[config.mk]
export PLATFORM = sky130hd
export DESIGN_NAME = ps2_host_byte_transceiver_flat
export DESIGN_NICKNAME = d
export VERILOG_FILES = /design/src/hw/rtl/p2h_pkg.sv /design/src/hw/rtl/p2h_if.sv /design/src/hw/rtl/p2h_csr.sv /design/src/hw/rtl/p2h_core.sv /design/src/hw/rtl/ps2_host_byte_transceiver.sv /design/src/flat_wrapper.sv
export SDC_FILE = /design/constraint.sdc
export NUM_CORES = 1
export LEC_CHECK = 0
export BUFFER_PORTS_ARGS = -buffer_cell sky130_fd_sc_hd__buf_2
export CORE_MARGIN = 10
export CORE_UTILIZATION = 53
export DETAILED_ROUTE_END_ITERATION = 10
export PLACE_DENSITY = 0.77
export REMOVE_ABC_BUFFERS = 1
export SETUP_SLACK_MARGIN = 0.02
export SYNTH_ARGS = -nofsm -noshare
export SYNTH_HDL_FRONTEND = slang
export SYNTH_SLANG_ARGS = --single-unit
[constraint.sdc]
create_clock -name clock -period 4 [get_ports clock]
set_clock_uncertainty 0.2 [all_clocks]
set_input_delay 0 -clock clock [delete_from_list [all_inputs] [get_ports clock]]
set_output_delay 0 -clock clock [all_outputs]
set_load 0.02 [all_outputs]
[src/hw/rtl/p2h_pkg.sv]
// Shared types and constants for the PS/2 host byte transceiver.
// Holds opcodes, register indexes, reset values and the item structs.
// No dependencies.
`default_nettype none

package p2h_pkg;

   localparam int DATA_BITS    = 8;
   localparam int DELAY_W      = 10;
   localparam int LIMIT_W      = 16;
   localparam int TMO_W        = 17;
   localparam int BIT_IDX_W    = 4;
   localparam int OPCODE_W     = 2;
   localparam int CSR_ADDR_W   = 5;
   localparam int CSR_DATA_W   = 32;
   localparam int CSR_IDX_W    = 3;

   localparam logic [OPCODE_W-1:0] OP_TICK  = 2'd0;
   localparam logic [OPCODE_W-1:0] OP_WRITE = 2'd1;
   localparam logic [OPCODE_W-1:0] OP_READ  = 2'd2;

   localparam logic [CSR_IDX_W-1:0] REG_RELEASE_WAIT  = 3'd0;
   localparam logic [CSR_IDX_W-1:0] REG_INHIBIT       = 3'd1;
   localparam logic [CSR_IDX_W-1:0] REG_REQUEST_HOLD  = 3'd2;
   localparam logic [CSR_IDX_W-1:0] REG_STOP_WAIT     = 3'd3;
   localparam logic [CSR_IDX_W-1:0] REG_WRITE_TIMEOUT = 3'd4;
   localparam logic [CSR_IDX_W-1:0] REG_READ_TIMEOUT  = 3'd5;

   localparam logic [DELAY_W-1:0] RELEASE_WAIT_RST  = 10'd148;
   localparam logic [DELAY_W-1:0] INHIBIT_RST       = 10'd149;
   localparam logic [DELAY_W-1:0] REQUEST_HOLD_RST  = 10'd5;
   localparam logic [DELAY_W-1:0] STOP_WAIT_RST     = 10'd31;
   localparam logic [LIMIT_W-1:0] WRITE_TIMEOUT_RST = 16'd15000;
   localparam logic [LIMIT_W-1:0] READ_TIMEOUT_RST  = 16'd2000;

   localparam logic [TMO_W-1:0] TMO_SAT = {TMO_W{1'b1}};

   typedef struct packed {
      logic [DELAY_W-1:0] release_wait_us;
      logic [DELAY_W-1:0] inhibit_us;
      logic [DELAY_W-1:0] request_hold_us;
      logic [DELAY_W-1:0] stop_wait_us;
      logic [LIMIT_W-1:0] write_timeout_us;
      logic [LIMIT_W-1:0] read_timeout_us;
   } cfg_type;

   typedef struct packed {
      logic [OPCODE_W-1:0]  opcode;
      logic                 clock_level;
      logic                 data_level;
      logic [DATA_BITS-1:0] write_byte;
      logic                 use_timeout;
   } req_item_type;

   typedef struct packed {
      logic                 clock_drive_low;
      logic                 data_drive_low;
      logic                 busy_res;
      logic                 done_res;
      logic                 status;
      logic [DATA_BITS-1:0] read_byte;
   } rsp_item_type;

endpackage

`default_nettype wire

[src/hw/rtl/p2h_if.sv]
// Valid/ready channel interfaces for the request and response transactions.
// Depends on p2h_pkg for field widths.
`default_nettype none

interface p2h_req_if;
   import p2h_pkg::*;
   logic                 valid;
   logic                 ready;
   logic [OPCODE_W-1:0]  opcode;
   logic                 clock_level;
   logic                 data_level;
   logic [DATA_BITS-1:0] write_byte;
   logic                 use_timeout;

   modport source (output valid, opcode, clock_level, data_level, write_byte, use_timeout,
                   input ready);
   modport sink (input valid, opcode, clock_level, data_level, write_byte, use_timeout,
                 output ready);
endinterface

interface p2h_rsp_if;
   import p2h_pkg::*;
   logic                 valid;
   logic                 ready;
   logic                 clock_drive_low;
   logic                 data_drive_low;
   logic                 busy_res;
   logic                 done_res;
   logic                 status;
   logic [DATA_BITS-1:0] read_byte;

   modport source (output valid, clock_drive_low, data_drive_low, busy_res, done_res,
                   status, read_byte, input ready);
   modport sink (input valid, clock_drive_low, data_drive_low, busy_res, done_res,
                 status, read_byte, output ready);
endinterface

`default_nettype wire

[src/hw/rtl/p2h_csr.sv]
// APB-style configuration registers for the PS/2 host transceiver.
// Depends on p2h_pkg for register indexes, reset values and cfg_type.
`default_nettype none

module p2h_csr (
   input  wire logic                           clock,
   input  wire logic                           reset,
   input  wire logic                           psel,
   input  wire logic                           penable,
   input  wire logic                           pwrite,
   input  wire logic [p2h_pkg::CSR_ADDR_W-1:0] paddr,
   input  wire logic [p2h_pkg::CSR_DATA_W-1:0] pwdata,
   output logic      [p2h_pkg::CSR_DATA_W-1:0] prdata,
   output logic                                pready,
   output p2h_pkg::cfg_type                    cfg
);
   import p2h_pkg::*;

   cfg_type               cfg_ff;
   cfg_type               cfg_in;
   logic [CSR_IDX_W-1:0]  reg_idx;
   logic                  wr_en;

   assign reg_idx = paddr[CSR_ADDR_W-1:2];
   assign wr_en   = psel && penable && pwrite;
   assign pready  = 1'b1;
   assign cfg     = cfg_ff;

   always_comb begin
      cfg_in = cfg_ff;
      if (wr_en) begin
         case (reg_idx)
            REG_RELEASE_WAIT:  cfg_in.release_wait_us  = pwdata[DELAY_W-1:0];
            REG_INHIBIT:       cfg_in.inhibit_us       = pwdata[DELAY_W-1:0];
            REG_REQUEST_HOLD:  cfg_in.request_hold_us  = pwdata[DELAY_W-1:0];
            REG_STOP_WAIT:     cfg_in.stop_wait_us     = pwdata[DELAY_W-1:0];
            REG_WRITE_TIMEOUT: cfg_in.write_timeout_us = pwdata[LIMIT_W-1:0];
            REG_READ_TIMEOUT:  cfg_in.read_timeout_us  = pwdata[LIMIT_W-1:0];
            default: ;
         endcase
      end
   end

   always_comb begin
      case (reg_idx)
         REG_RELEASE_WAIT:
            prdata = {{(CSR_DATA_W-DELAY_W){1'b0}}, cfg_ff.release_wait_us};
         REG_INHIBIT:
            prdata = {{(CSR_DATA_W-DELAY_W){1'b0}}, cfg_ff.inhibit_us};
         REG_REQUEST_HOLD:
            prdata = {{(CSR_DATA_W-DELAY_W){1'b0}}, cfg_ff.request_hold_us};
         REG_STOP_WAIT:
            prdata = {{(CSR_DATA_W-DELAY_W){1'b0}}, cfg_ff.stop_wait_us};
         REG_WRITE_TIMEOUT:
            prdata = {{(CSR_DATA_W-LIMIT_W){1'b0}}, cfg_ff.write_timeout_us};
         REG_READ_TIMEOUT:
            prdata = {{(CSR_DATA_W-LIMIT_W){1'b0}}, cfg_ff.read_timeout_us};
         default:
            prdata = '0;
      endcase
   end

   always_ff @(posedge clock) begin
      if (reset) begin
         cfg_ff.release_wait_us  <= RELEASE_WAIT_RST;
         cfg_ff.inhibit_us       <= INHIBIT_RST;
         cfg_ff.request_hold_us  <= REQUEST_HOLD_RST;
         cfg_ff.stop_wait_us     <= STOP_WAIT_RST;
         cfg_ff.write_timeout_us <= WRITE_TIMEOUT_RST;
         cfg_ff.read_timeout_us  <= READ_TIMEOUT_RST;
      end else begin
         cfg_ff <= cfg_in;
      end
   end

endmodule

`default_nettype wire

[src/hw/rtl/p2h_core.sv]
// Transfer sequencer of the PS/2 host: one step per microsecond tick.
// Depends on p2h_pkg for item structs, cfg_type and constants.
`default_nettype none

module p2h_core (
   input  wire logic                  clock,
   input  wire logic                  reset,
   input  wire logic                  advance,
   input  wire p2h_pkg::req_item_type item,
   input  wire p2h_pkg::cfg_type      cfg,
   output p2h_pkg::rsp_item_type      result
);
   import p2h_pkg::*;

   typedef enum logic [4:0] {
      PH_IDLE, PH_W_RELEASE, PH_W_INHIBIT, PH_W_REQ, PH_W_FIRST, PH_W_HIGH,
      PH_W_LOW, PH_W_PHIGH, PH_W_PLOW, PH_W_STOP, PH_W_ACK, PH_W_BOTH,
      PH_R_FIRST, PH_R_START_HIGH, PH_R_LOW, PH_R_HIGH, PH_R_PLOW, PH_R_PHIGH,
      PH_R_SLOW, PH_R_SHIGH
   } phase_type;

   phase_type              phase_ff, phase_in;
   logic [DELAY_W-1:0]     delay_ff, delay_in;
   logic [TMO_W-1:0]       tmo_ff, tmo_in;
   logic [BIT_IDX_W-1:0]   bit_ff, bit_in;
   logic [DATA_BITS-1:0]   shift_ff, shift_in;
   logic                   parity_ff, parity_in;
   logic                   tmo_en_ff, tmo_en_in;
   logic                   clk_pull_ff, clk_pull_in;
   logic                   dat_pull_ff, dat_pull_in;

   logic [DELAY_W-1:0]     delay_limit;
   logic                   delay_done;
   logic [LIMIT_W-1:0]     tmo_limit;
   logic                   tmo_fail;
   logic [BIT_IDX_W-1:0]   bit_next;
   logic [2:0]             tx_idx;
   logic                   tx_bit;
   logic                   done;
   logic                   fail;

   assign bit_next = bit_ff + 1'b1;

   always_comb begin
      case (phase_ff)
         PH_W_RELEASE: delay_limit = cfg.release_wait_us;
         PH_W_INHIBIT: delay_limit = cfg.inhibit_us;
         PH_W_REQ:     delay_limit = cfg.request_hold_us;
         default:      delay_limit = cfg.stop_wait_us;
      endcase
   end

   assign delay_done = (delay_ff >= delay_limit);
   assign tmo_limit  = (phase_ff == PH_R_FIRST) ? cfg.read_timeout_us : cfg.write_timeout_us;
   assign tmo_fail   = tmo_en_ff && (tmo_ff > {1'b0, tmo_limit});
   assign tx_idx     = (phase_ff == PH_W_FIRST) ? bit_ff[2:0] : bit_next[2:0];
   assign tx_bit     = shift_ff[tx_idx];

   always_comb begin
      phase_in    = phase_ff;
      delay_in    = delay_ff;
      tmo_in      = tmo_ff;
      bit_in      = bit_ff;
      shift_in    = shift_ff;
      parity_in   = parity_ff;
      tmo_en_in   = tmo_en_ff;
      clk_pull_in = clk_pull_ff;
      dat_pull_in = dat_pull_ff;
      done        = 1'b0;
      fail        = 1'b0;

      case (phase_ff)
         PH_IDLE: begin
            if (item.opcode == OP_WRITE || item.opcode == OP_READ) begin
               clk_pull_in = 1'b0;
               dat_pull_in = 1'b0;
               delay_in    = '0;
               tmo_in      = '0;
               bit_in      = '0;
               parity_in   = 1'b1;
               tmo_en_in   = item.use_timeout;
               if (item.opcode == OP_WRITE) begin
                  shift_in = item.write_byte;
                  phase_in = PH_W_RELEASE;
               end else begin
                  shift_in = '0;
                  phase_in = PH_R_FIRST;
               end
            end
         end
         PH_W_RELEASE, PH_W_INHIBIT, PH_W_REQ, PH_W_STOP: begin
            if (delay_done) begin
               delay_in = '0;
               case (phase_ff)
                  PH_W_RELEASE: begin
                     clk_pull_in = 1'b1;
                     phase_in    = PH_W_INHIBIT;
                  end
                  PH_W_INHIBIT: begin
                     dat_pull_in = 1'b1;
                     phase_in    = PH_W_REQ;
                  end
                  PH_W_REQ: begin
                     clk_pull_in = 1'b0;
                     tmo_in      = '0;
                     phase_in    = PH_W_FIRST;
                  end
                  default: begin
                     dat_pull_in = 1'b0;
                     phase_in    = PH_W_ACK;
                  end
               endcase
            end else begin
               delay_in = delay_ff + 1'b1;
            end
         end
         PH_W_FIRST, PH_R_FIRST: begin
            if (!item.clock_level) begin
               if (phase_ff == PH_W_FIRST) begin
                  dat_pull_in = !tx_bit;
                  parity_in   = parity_ff ^ tx_bit;
                  phase_in    = PH_W_HIGH;
               end else begin
                  phase_in = PH_R_START_HIGH;
               end
            end else if (tmo_fail) begin
               done     = 1'b1;
               fail     = 1'b1;
               phase_in = PH_IDLE;
               if (phase_ff == PH_R_FIRST) begin
                  clk_pull_in = 1'b1;
               end
            end else if (tmo_en_ff && tmo_ff != TMO_SAT) begin
               tmo_in = tmo_ff + 1'b1;
            end
         end
         PH_W_HIGH: begin
            if (item.clock_level) begin
               phase_in = PH_W_LOW;
            end
         end
         PH_W_LOW: begin
            if (!item.clock_level) begin
               bit_in = bit_next;
               if (bit_next < BIT_IDX_W'(DATA_BITS)) begin
                  dat_pull_in = !tx_bit;
                  parity_in   = parity_ff ^ tx_bit;
                  phase_in    = PH_W_HIGH;
               end else begin
                  dat_pull_in = !parity_ff;
                  phase_in    = PH_W_PHIGH;
               end
            end
         end
         PH_W_PHIGH: begin
            if (item.clock_level) begin
               phase_in = PH_W_PLOW;
            end
         end
         PH_W_PLOW: begin
            if (!item.clock_level) begin
               delay_in = '0;
               phase_in = PH_W_STOP;
            end
         end
         PH_W_ACK: begin
            if (!item.clock_level) begin
               phase_in = PH_W_BOTH;
            end
         end
         PH_W_BOTH: begin
            if (item.clock_level && item.data_level) begin
               clk_pull_in = 1'b1;
               done        = 1'b1;
               phase_in    = PH_IDLE;
            end
         end
         PH_R_START_HIGH: begin
            if (item.clock_level) begin
               bit_in   = '0;
               phase_in = PH_R_LOW;
            end
         end
         PH_R_LOW: begin
            if (!item.clock_level) begin
               if (item.data_level) begin
                  shift_in[bit_ff[2:0]] = 1'b1;
               end
               phase_in = PH_R_HIGH;
            end
         end
         PH_R_HIGH: begin
            if (item.clock_level) begin
               bit_in   = bit_next;
               phase_in = (bit_next < BIT_IDX_W'(DATA_BITS)) ? PH_R_LOW : PH_R_PLOW;
            end
         end
         PH_R_PLOW: begin
            if (!item.clock_level) begin
               phase_in = PH_R_PHIGH;
            end
         end
         PH_R_PHIGH: begin
            if (item.clock_level) begin
               phase_in = PH_R_SLOW;
            end
         end
         PH_R_SLOW: begin
            if (!item.clock_level) begin
               phase_in = PH_R_SHIGH;
            end
         end
         PH_R_SHIGH: begin
            if (item.clock_level) begin
               clk_pull_in = 1'b1;
               done        = 1'b1;
               phase_in    = PH_IDLE;
            end
         end
         default: begin
            phase_in = PH_IDLE;
         end
      endcase
   end

   assign result.clock_drive_low = clk_pull_in;
   assign result.data_drive_low  = dat_pull_in;
   assign result.busy_res        = (phase_in != PH_IDLE);
   assign result.done_res        = done;
   assign result.status          = fail;
   assign result.read_byte       = shift_in;

   always_ff @(posedge clock) begin
      if (reset) begin
         phase_ff    <= PH_IDLE;
         delay_ff    <= '0;
         tmo_ff      <= '0;
         bit_ff      <= '0;
         shift_ff    <= '0;
         parity_ff   <= 1'b1;
         tmo_en_ff   <= 1'b0;
         clk_pull_ff <= 1'b0;
         dat_pull_ff <= 1'b0;
      end else if (advance) begin
         phase_ff    <= phase_in;
         delay_ff    <= delay_in;
         tmo_ff      <= tmo_in;
         bit_ff      <= bit_in;
         shift_ff    <= shift_in;
         parity_ff   <= parity_in;
         tmo_en_ff   <= tmo_en_in;
         clk_pull_ff <= clk_pull_in;
         dat_pull_ff <= dat_pull_in;
      end
   end

endmodule

`default_nettype wire

[src/hw/rtl/ps2_host_byte_transceiver.sv]
// PS/2 host byte transceiver, top level.
// Depends on p2h_pkg, p2h_if, p2h_csr and p2h_core.
//
// Usage: every request transaction is one microsecond tick carrying the
// sampled clock and data line levels and an opcode (tick, start write, start
// read). Every request yields exactly one response transaction with the line
// pulls to apply, busy, done, status (timed out) and the last byte shifted.
// Starts are taken only while idle; otherwise the tick runs the transfer on.
// A request passes the input register, then the result register, before its
// response is valid. Throughput: one transaction per cycle unless the response
// side stalls; the sequencer's single-step next-state logic sets that figure.
// Reset releases both lines, idles the sequencer, clears the read byte and
// loads the default timings. The APB registers hold the timings and the
// first-clock timeout limits; write them only while idle.
// When the response side stalls, the result register holds its transaction,
// the input register keeps or takes one more request, then req.ready drops.
`default_nettype none

module ps2_host_byte_transceiver (
   input  wire logic                           clock,
   input  wire logic                           reset,
   p2h_req_if.sink                             req,
   p2h_rsp_if.source                           rsp,
   input  wire logic                           psel,
   input  wire logic                           penable,
   input  wire logic                           pwrite,
   input  wire logic [p2h_pkg::CSR_ADDR_W-1:0] paddr,
   input  wire logic [p2h_pkg::CSR_DATA_W-1:0] pwdata,
   output logic      [p2h_pkg::CSR_DATA_W-1:0] prdata,
   output logic                                pready
);
   import p2h_pkg::*;

   cfg_type       cfg;
   req_item_type  in_item_ff, in_item_in;
   logic          in_valid_ff, in_valid_in;
   rsp_item_type  out_item_ff, out_item_in;
   logic          out_valid_ff, out_valid_in;
   rsp_item_type  result;
   logic          out_free;
   logic          advance;
   logic          req_take;

   p2h_csr u_csr (
      .clock   (clock),
      .reset   (reset),
      .psel    (psel),
      .penable (penable),
      .pwrite  (pwrite),
      .paddr   (paddr),
      .pwdata  (pwdata),
      .prdata  (prdata),
      .pready  (pready),
      .cfg     (cfg)
   );

   p2h_core u_core (
      .clock   (clock),
      .reset   (reset),
      .advance (advance),
      .item    (in_item_ff),
      .cfg     (cfg),
      .result  (result)
   );

   assign out_free  = !out_valid_ff || rsp.ready;
   assign advance   = in_valid_ff && out_free;
   assign req.ready = !in_valid_ff || out_free;
   assign req_take  = req.valid && req.ready;

   always_comb begin
      in_valid_in = in_valid_ff;
      in_item_in  = in_item_ff;
      if (req_take) begin
         in_valid_in             = 1'b1;
         in_item_in.opcode       = req.opcode;
         in_item_in.clock_level  = req.clock_level;
         in_item_in.data_level   = req.data_level;
         in_item_in.write_byte   = req.write_byte;
         in_item_in.use_timeout  = req.use_timeout;
      end else if (advance) begin
         in_valid_in = 1'b0;
      end
   end

   always_comb begin
      out_valid_in = out_valid_ff;
      out_item_in  = out_item_ff;
      if (advance) begin
         out_valid_in = 1'b1;
         out_item_in  = result;
      end else if (rsp.ready) begin
         out_valid_in = 1'b0;
      end
   end

   always_ff @(posedge clock) begin
      if (reset) begin
         in_valid_ff  <= 1'b0;
         out_valid_ff <= 1'b0;
      end else begin
         in_valid_ff  <= in_valid_in;
         out_valid_ff <= out_valid_in;
      end
   end

   always_ff @(posedge clock) begin
      in_item_ff  <= in_item_in;
      out_item_ff <= out_item_in;
   end

   assign rsp.valid           = out_valid_ff;
   assign rsp.clock_drive_low = out_item_ff.clock_drive_low;
   assign rsp.data_drive_low  = out_item_ff.data_drive_low;
   assign rsp.busy_res        = out_item_ff.busy_res;
   assign rsp.done_res        = out_item_ff.done_res;
   assign rsp.status          = out_item_ff.status;
   assign rsp.read_byte       = out_item_ff.read_byte;

endmodule

`default_nettype wire
[src/flat_wrapper.sv]
// flat-port wrapper written by rule: the top's interface ports become plain ports
module ps2_host_byte_transceiver_flat import p2h_pkg::*;
  (clock, reset, psel, penable, pwrite, paddr, pwdata, prdata, pready, req_valid, req_opcode, req_clock_level, req_data_level, req_write_byte, req_use_timeout, req_ready, rsp_valid, rsp_clock_drive_low, rsp_data_drive_low, rsp_busy_res, rsp_done_res, rsp_status, rsp_read_byte, rsp_ready);
  p2h_req_if req_i ();
  p2h_rsp_if rsp_i ();
  input  wire logic clock;
  input  wire logic reset;
  input  wire logic psel;
  input  wire logic penable;
  input  wire logic pwrite;
  input  wire logic [p2h_pkg::CSR_ADDR_W-1:0] paddr;
  input  wire logic [p2h_pkg::CSR_DATA_W-1:0] pwdata;
  output logic      [p2h_pkg::CSR_DATA_W-1:0] prdata;
  output logic pready;
  input wire logic [$bits(req_i.valid)-1:0] req_valid;
  input wire logic [$bits(req_i.opcode)-1:0] req_opcode;
  input wire logic [$bits(req_i.clock_level)-1:0] req_clock_level;
  input wire logic [$bits(req_i.data_level)-1:0] req_data_level;
  input wire logic [$bits(req_i.write_byte)-1:0] req_write_byte;
  input wire logic [$bits(req_i.use_timeout)-1:0] req_use_timeout;
  output wire logic [$bits(req_i.ready)-1:0] req_ready;
  output wire logic [$bits(rsp_i.valid)-1:0] rsp_valid;
  output wire logic [$bits(rsp_i.clock_drive_low)-1:0] rsp_clock_drive_low;
  output wire logic [$bits(rsp_i.data_drive_low)-1:0] rsp_data_drive_low;
  output wire logic [$bits(rsp_i.busy_res)-1:0] rsp_busy_res;
  output wire logic [$bits(rsp_i.done_res)-1:0] rsp_done_res;
  output wire logic [$bits(rsp_i.status)-1:0] rsp_status;
  output wire logic [$bits(rsp_i.read_byte)-1:0] rsp_read_byte;
  input wire logic [$bits(rsp_i.ready)-1:0] rsp_ready;
  assign req_i.valid = req_valid;
  assign req_i.opcode = req_opcode;
  assign req_i.clock_level = req_clock_level;
  assign req_i.data_level = req_data_level;
  assign req_i.write_byte = req_write_byte;
  assign req_i.use_timeout = req_use_timeout;
  assign req_ready = req_i.ready;
  assign rsp_valid = rsp_i.valid;
  assign rsp_clock_drive_low = rsp_i.clock_drive_low;
  assign rsp_data_drive_low = rsp_i.data_drive_low;
  assign rsp_busy_res = rsp_i.busy_res;
  assign rsp_done_res = rsp_i.done_res;
  assign rsp_status = rsp_i.status;
  assign rsp_read_byte = rsp_i.read_byte;
  assign rsp_i.ready = rsp_ready;
  ps2_host_byte_transceiver u_core (.clock(clock), .reset(reset), .req(req_i), .rsp(rsp_i), .psel(psel), .penable(penable), .pwrite(pwrite), .paddr(paddr), .pwdata(pwdata), .prdata(prdata), .pready(pready));
endmodule
==> results.txt <==
----------------------------------------------------
[Run status]
  Status ... complete, no violations

[Critical path]
  Critical path arrival ... about 3.8 ns
  Category of the worst setup path capture point ... register
  Nature of the critical path startpoint ... register
  Worst Reg2Reg Path Length in Cells ... 14
  Data required time of the critical path ... 3.93 ns
  Maximum fanout along the worst path ... 10
  Startpoint-to-endpoint class of the critical path ... reg -> reg

[Power]
  Ratio of total power to cell area ... ~370 mW/mm^2
  P_int ... approximately 2700 uW
  Sequential group share of total power ... between 40% and 50%
  Power share of the clock group ... between 40% and 50%
  VDD IR max ... ~0.00032 V
  Switching power as a share of total power ... around 27%
  Combinational share of power ... approximately 14%
  Switching pwr ... 994 uW
  Leakage ... 0.00400 uW

[Yosys]
  Syn Area/Cell ... a little under 9 um^2
  Post-synthesis cell type count ... between 70 and 80
  Number of warnings reported in the yosys synthesis log ... 0
  Number of enable-type register cells in the synthesized netlist ... 26
  Most frequent cells after synthesis ... 159 x sky130_fd_sc_hd__nand2_1, 122 x sky130_fd_sc_hd__dfxtp_1, 93 x sky130_fd_sc_hd__nor2_1
  Count leader, synth ... sky130_fd_sc_hd__nand2_1
  Post-Synthesis Cells ... 982
  Share of Yosys cell area claimed by the top area cell type ... 28.6%
  Share of synthesized flip-flops with an asynchronous set or reset ... 0%
  Top post-synthesis cells by area ... sky130_fd_sc_hd__dfxtp_1 29%, sky130_fd_sc_hd__edfxtp_1 9.2%, sky130_fd_sc_hd__nand2_1 7.0%, sky130_fd_sc_hd__mux2i_1 6.9%, sky130_fd_sc_hd__ha_1 4.5%
  Flops & latches, synth ... 148
  Post-synthesis cell type with the largest combined area ... sky130_fd_sc_hd__dfxtp_1
  Main synth FF type ... sky130_fd_sc_hd__dfxtp_1
  Synthesized area ... 0.00853 mm^2
  Share of the yosys chip area belonging to registers ... a little under two fifths

[Clock network]
  Clock edge transition at the registers on the reported setup and hold paths ... 0.06 ns
  Num CTS Buffers ... 17
  H-tree lvl count ... 4
  Clk root buf ... sky130_fd_sc_hd__clkbuf_16
  TritonCTS clock tree ... built
  Clock sink total ... 148
  Maximum number of buffers from clock root to sink ... 2
  Source-to-sink clock delay at the later pin of the worst-skew pair ... approximately 0.43 ns

[Layout]
  Layout fillers ... about 1300
  Number of antenna cells inserted ... 0
  Sequential Area ... between 0.003 and 0.004 mm^2
  Post-layout nets ... 1158
  Filler-free cell count of the finished design ... about 1300
  Syn-to-layout area delta ... 17.3%
  Final standard cell area without fillers ... ~0.010 mm^2
  Multi-input combinational cell area ... slightly below 0.005 mm^2
  Fraction of final layout cells with drive strength greater than 1 ... between 10% and 20%

[Routing]
  Overall via count from detail_route ... between 7000 and 8000
  Initial drt markers ... between 800 and 900
  First-pass iteration count of the detailed router ... 6
  Routed vias/inst ... between 5 and 6
  Number of nets still failing antenna checks after routing ... 0
  Routed length per placed instance ... roughly 18 um
  Total wire length ... about 23000 um
  Detailed-route DRC error count ... 0

[Global routing]
  Number of antenna violations at the first check in global routing ... 0
  Overflow left after global routing ... 0
  Vias in the first global route ... around 7200
  Overall track demand over capacity in global routing ... a little over a fifth
  Maximum number of pins on one net before global-route repair ... between 70 and 80
  First-pass GRT wire length ... 37300 um

[Timing]
  Post-layout minimum cycle time ... ~3.8 ns
  Fin Hold WS ... 0.0718 ns
  Pin slew with the least headroom to its limit ... roughly 1.2 ns
  Setup tns final ... 0 ns
  Period utilization ... between 90% and 100%
  Remaining max-slew budget at the tightest pin ... 16.2%
  Max Fclk ... around 260 MHz
  Slew Limit Fails ... 0
  Number of failing setup endpoints in the final timing report ... 0
  Hold Fails Final Rpt ... 0

[Place]
  Cell count after placement ... between 1000 and 1500
  Cell area after placement ... between 0.009 and 0.01 mm^2
  Port Buffers ... 69
  Global placement routability congestion ... between 0.9 and 1
  Detail Placement HPWL ... ~15000 um

[Floorplan]
  Die Footprint ... approximately 0.022 mm^2
  Die Y ... ~150 um
  Number of ports placed on the die boundary ... between 100 and 150
  Std cell rows ... 46
  DIE WIDTH ... around 150 um
  Placeable core region ... roughly 0.016 mm^2
  Starting utilization of the core area ... 53.9%

[Hold path]
  Worst Hold Depth ... 6
  Hold Path Class ... in -> reg

[Flow run]
  MaxCap Viol Count ... 0

----------------------------------------------------
==> critical path: stages, from the launching register on <==
cell and delay, ns:
sky130_fd_sc_hd__dfxtp_1 0.37, sky130_fd_sc_hd__or3_1 0.43, sky130_fd_sc_hd__nor2_2 0.17, sky130_fd_sc_hd__buf_6 0.17
sky130_fd_sc_hd__a221o_1 0.19, sky130_fd_sc_hd__ha_1 0.25, sky130_fd_sc_hd__a211oi_1 0.24, sky130_fd_sc_hd__nand2_1 0.07
sky130_fd_sc_hd__o21ai_0 0.25, sky130_fd_sc_hd__buf_4 0.19, sky130_fd_sc_hd__a21oi_1 0.10, sky130_fd_sc_hd__buf_4 0.18
sky130_fd_sc_hd__or2_2 0.26, sky130_fd_sc_hd__a21oi_1 0.23, sky130_fd_sc_hd__nand4_1 0.20
==> what timing repair did <==
action                                  CTS  global route
resized for setup                         0            10
hold endpoints to repair                 98             0
endpoints found under the setup margin    0             9
buffers inserted                          0             5
hold buffers                             33             0
==> metal layers <==
layer / global-route usage [%] / vias up / share of wire, %
met5: 0 / - / 0
met4: 6.46 / 0 / 1.9
met3: 4.70 / 40 / 6.8
met2: 33.1 / 286 / 47
met1: 27.6 / 3643 / 44
li1: - / 3721 / -
==> cell families (layout without fill, tap and decap cells) <==
group / Yosys count / count (layout) / synth area share [%]
buffers and inverters: 87 / 172 / 4.90
and+or+nand+nor: 407 / 408 / 22.8
DFF: 148 / 148 / 37.8
adders and majority gates: 31 / 31 / 4.55
muxes: 81 / 81 / 10.7
other: 2 / 17 / 0.0880
xor gates and xnor gates: 13 / 13 / 1.33
AOI/OAI and AO/OA: 213 / 213 / 17.9
==> power groups by stage <==
| stage | logic [uW] | registers (uW) | clock network (uW) |
|---|---|---|---|
| 3_5_place_dp | 473 | 1610 | 0 |
| 5_1_grt | 581 | 1590 | 1660 |
| 2_1_floorplan | 273 | 1630 | 0 |
| 3_3_place_gp | 471 | 1610 | 0 |
| 6_report | 535 | 1580 | 1570 |
| 4_1_cts | 502 | 1580 | 1600 |
==> worst paths after layout <==
kind | start | endpoint | slack [ns]
worst min-delay path | pwrite | u_core.u_csr.cfg[53]$_SDFFE_PP0P_ | 0.07
worst min register to register | u_core.u_csr.cfg[0]$_SDFFE_PP0P_ | u_core.u_csr.cfg[0]$_SDFFE_PP0P_ | 0.27
worst max-delay path | u_core.u_core.phase_ff[2]$_SDFFE_PP0P_ | u_core.rsp.busy_res$_DFFE_PP_ | 0.17
worst max register to register | u_core.u_core.phase_ff[2]$_SDFFE_PP0P_ | u_core.rsp.busy_res$_DFFE_PP_ | 0.17
==> stage by stage <==
stage	util, %	setup WS, ns	total power, uW
after floorplan	-	-0.299	1900
after global placement	56.9	0.209	2080
after detailed placement	56.9	0.199	2090
after CTS	62.6	0.186	3680
after global routing	63.2	-0.00930	3830
final	63.2	0.173	3690
==> area by class of cell <==
cell class / count / share of cell area [%]
multi-input combinational: 763 / 49.6
timing repair buffer: 129 / 9.18
clock inverter: 10 / 0.951
clock buffer: 22 / 4.87
inverter: 11 / 0.413
sequential: 148 / 32.2
tap: 216 / 2.70
==> cells in the final DEF, fill, tap and decap left out, types with 7 or more instances in the layout <==
master                          synthesis  routed
sky130_fd_sc_hd__nand2_1              159     159
sky130_fd_sc_hd__dfxtp_1              122     120
sky130_fd_sc_hd__nor2_1                93      92
sky130_fd_sc_hd__buf_2                  7      69
sky130_fd_sc_hd__a21oi_1               68      68
sky130_fd_sc_hd__mux2i_1               59      59
sky130_fd_sc_hd__nand3_1               33      33
sky130_fd_sc_hd__dlygate4sd3_1          0      33
sky130_fd_sc_hd__ha_1                  31      31
sky130_fd_sc_hd__edfxtp_1              26      26
sky130_fd_sc_hd__o21ai_0               22      22
sky130_fd_sc_hd__buf_4                 18      22
sky130_fd_sc_hd__o22ai_1               19      19
sky130_fd_sc_hd__clkbuf_16              0      19
sky130_fd_sc_hd__conb_1                 2      17
sky130_fd_sc_hd__nor2b_1               16      16
sky130_fd_sc_hd__mux2_2                16      16
sky130_fd_sc_hd__a22oi_1               15      15
sky130_fd_sc_hd__nand3b_1              15      15
sky130_fd_sc_hd__or3_1                 14      14
sky130_fd_sc_hd__and3_1                14      14
sky130_fd_sc_hd__nor3_1                12      12
sky130_fd_sc_hd__inv_1                 11      11
sky130_fd_sc_hd__a221o_1               11      11
sky130_fd_sc_hd__nand2b_1              10      10
sky130_fd_sc_hd__a211o_1                9       9
sky130_fd_sc_hd__a211oi_1               8       8
sky130_fd_sc_hd__xnor2_1                7       7
==> flip-flops by register name (all words and copies together) (netlist names), 4 cells and up <==
| name | cells |
|---|---|
| u_core.in_item_ff | 13 |
| u_core.rsp.read_byte | 8 |
| u_core.u_core.bit_ff | 4 |
| u_core.u_core.delay_ff | 10 |
| u_core.u_core.phase_ff | 5 |
| u_core.u_core.shift_ff | 8 |
| u_core.u_core.tmo_ff | 17 |
| u_core.u_csr.cfg | 72 |
Note: power is estimated with default switching activity, not from simulation.
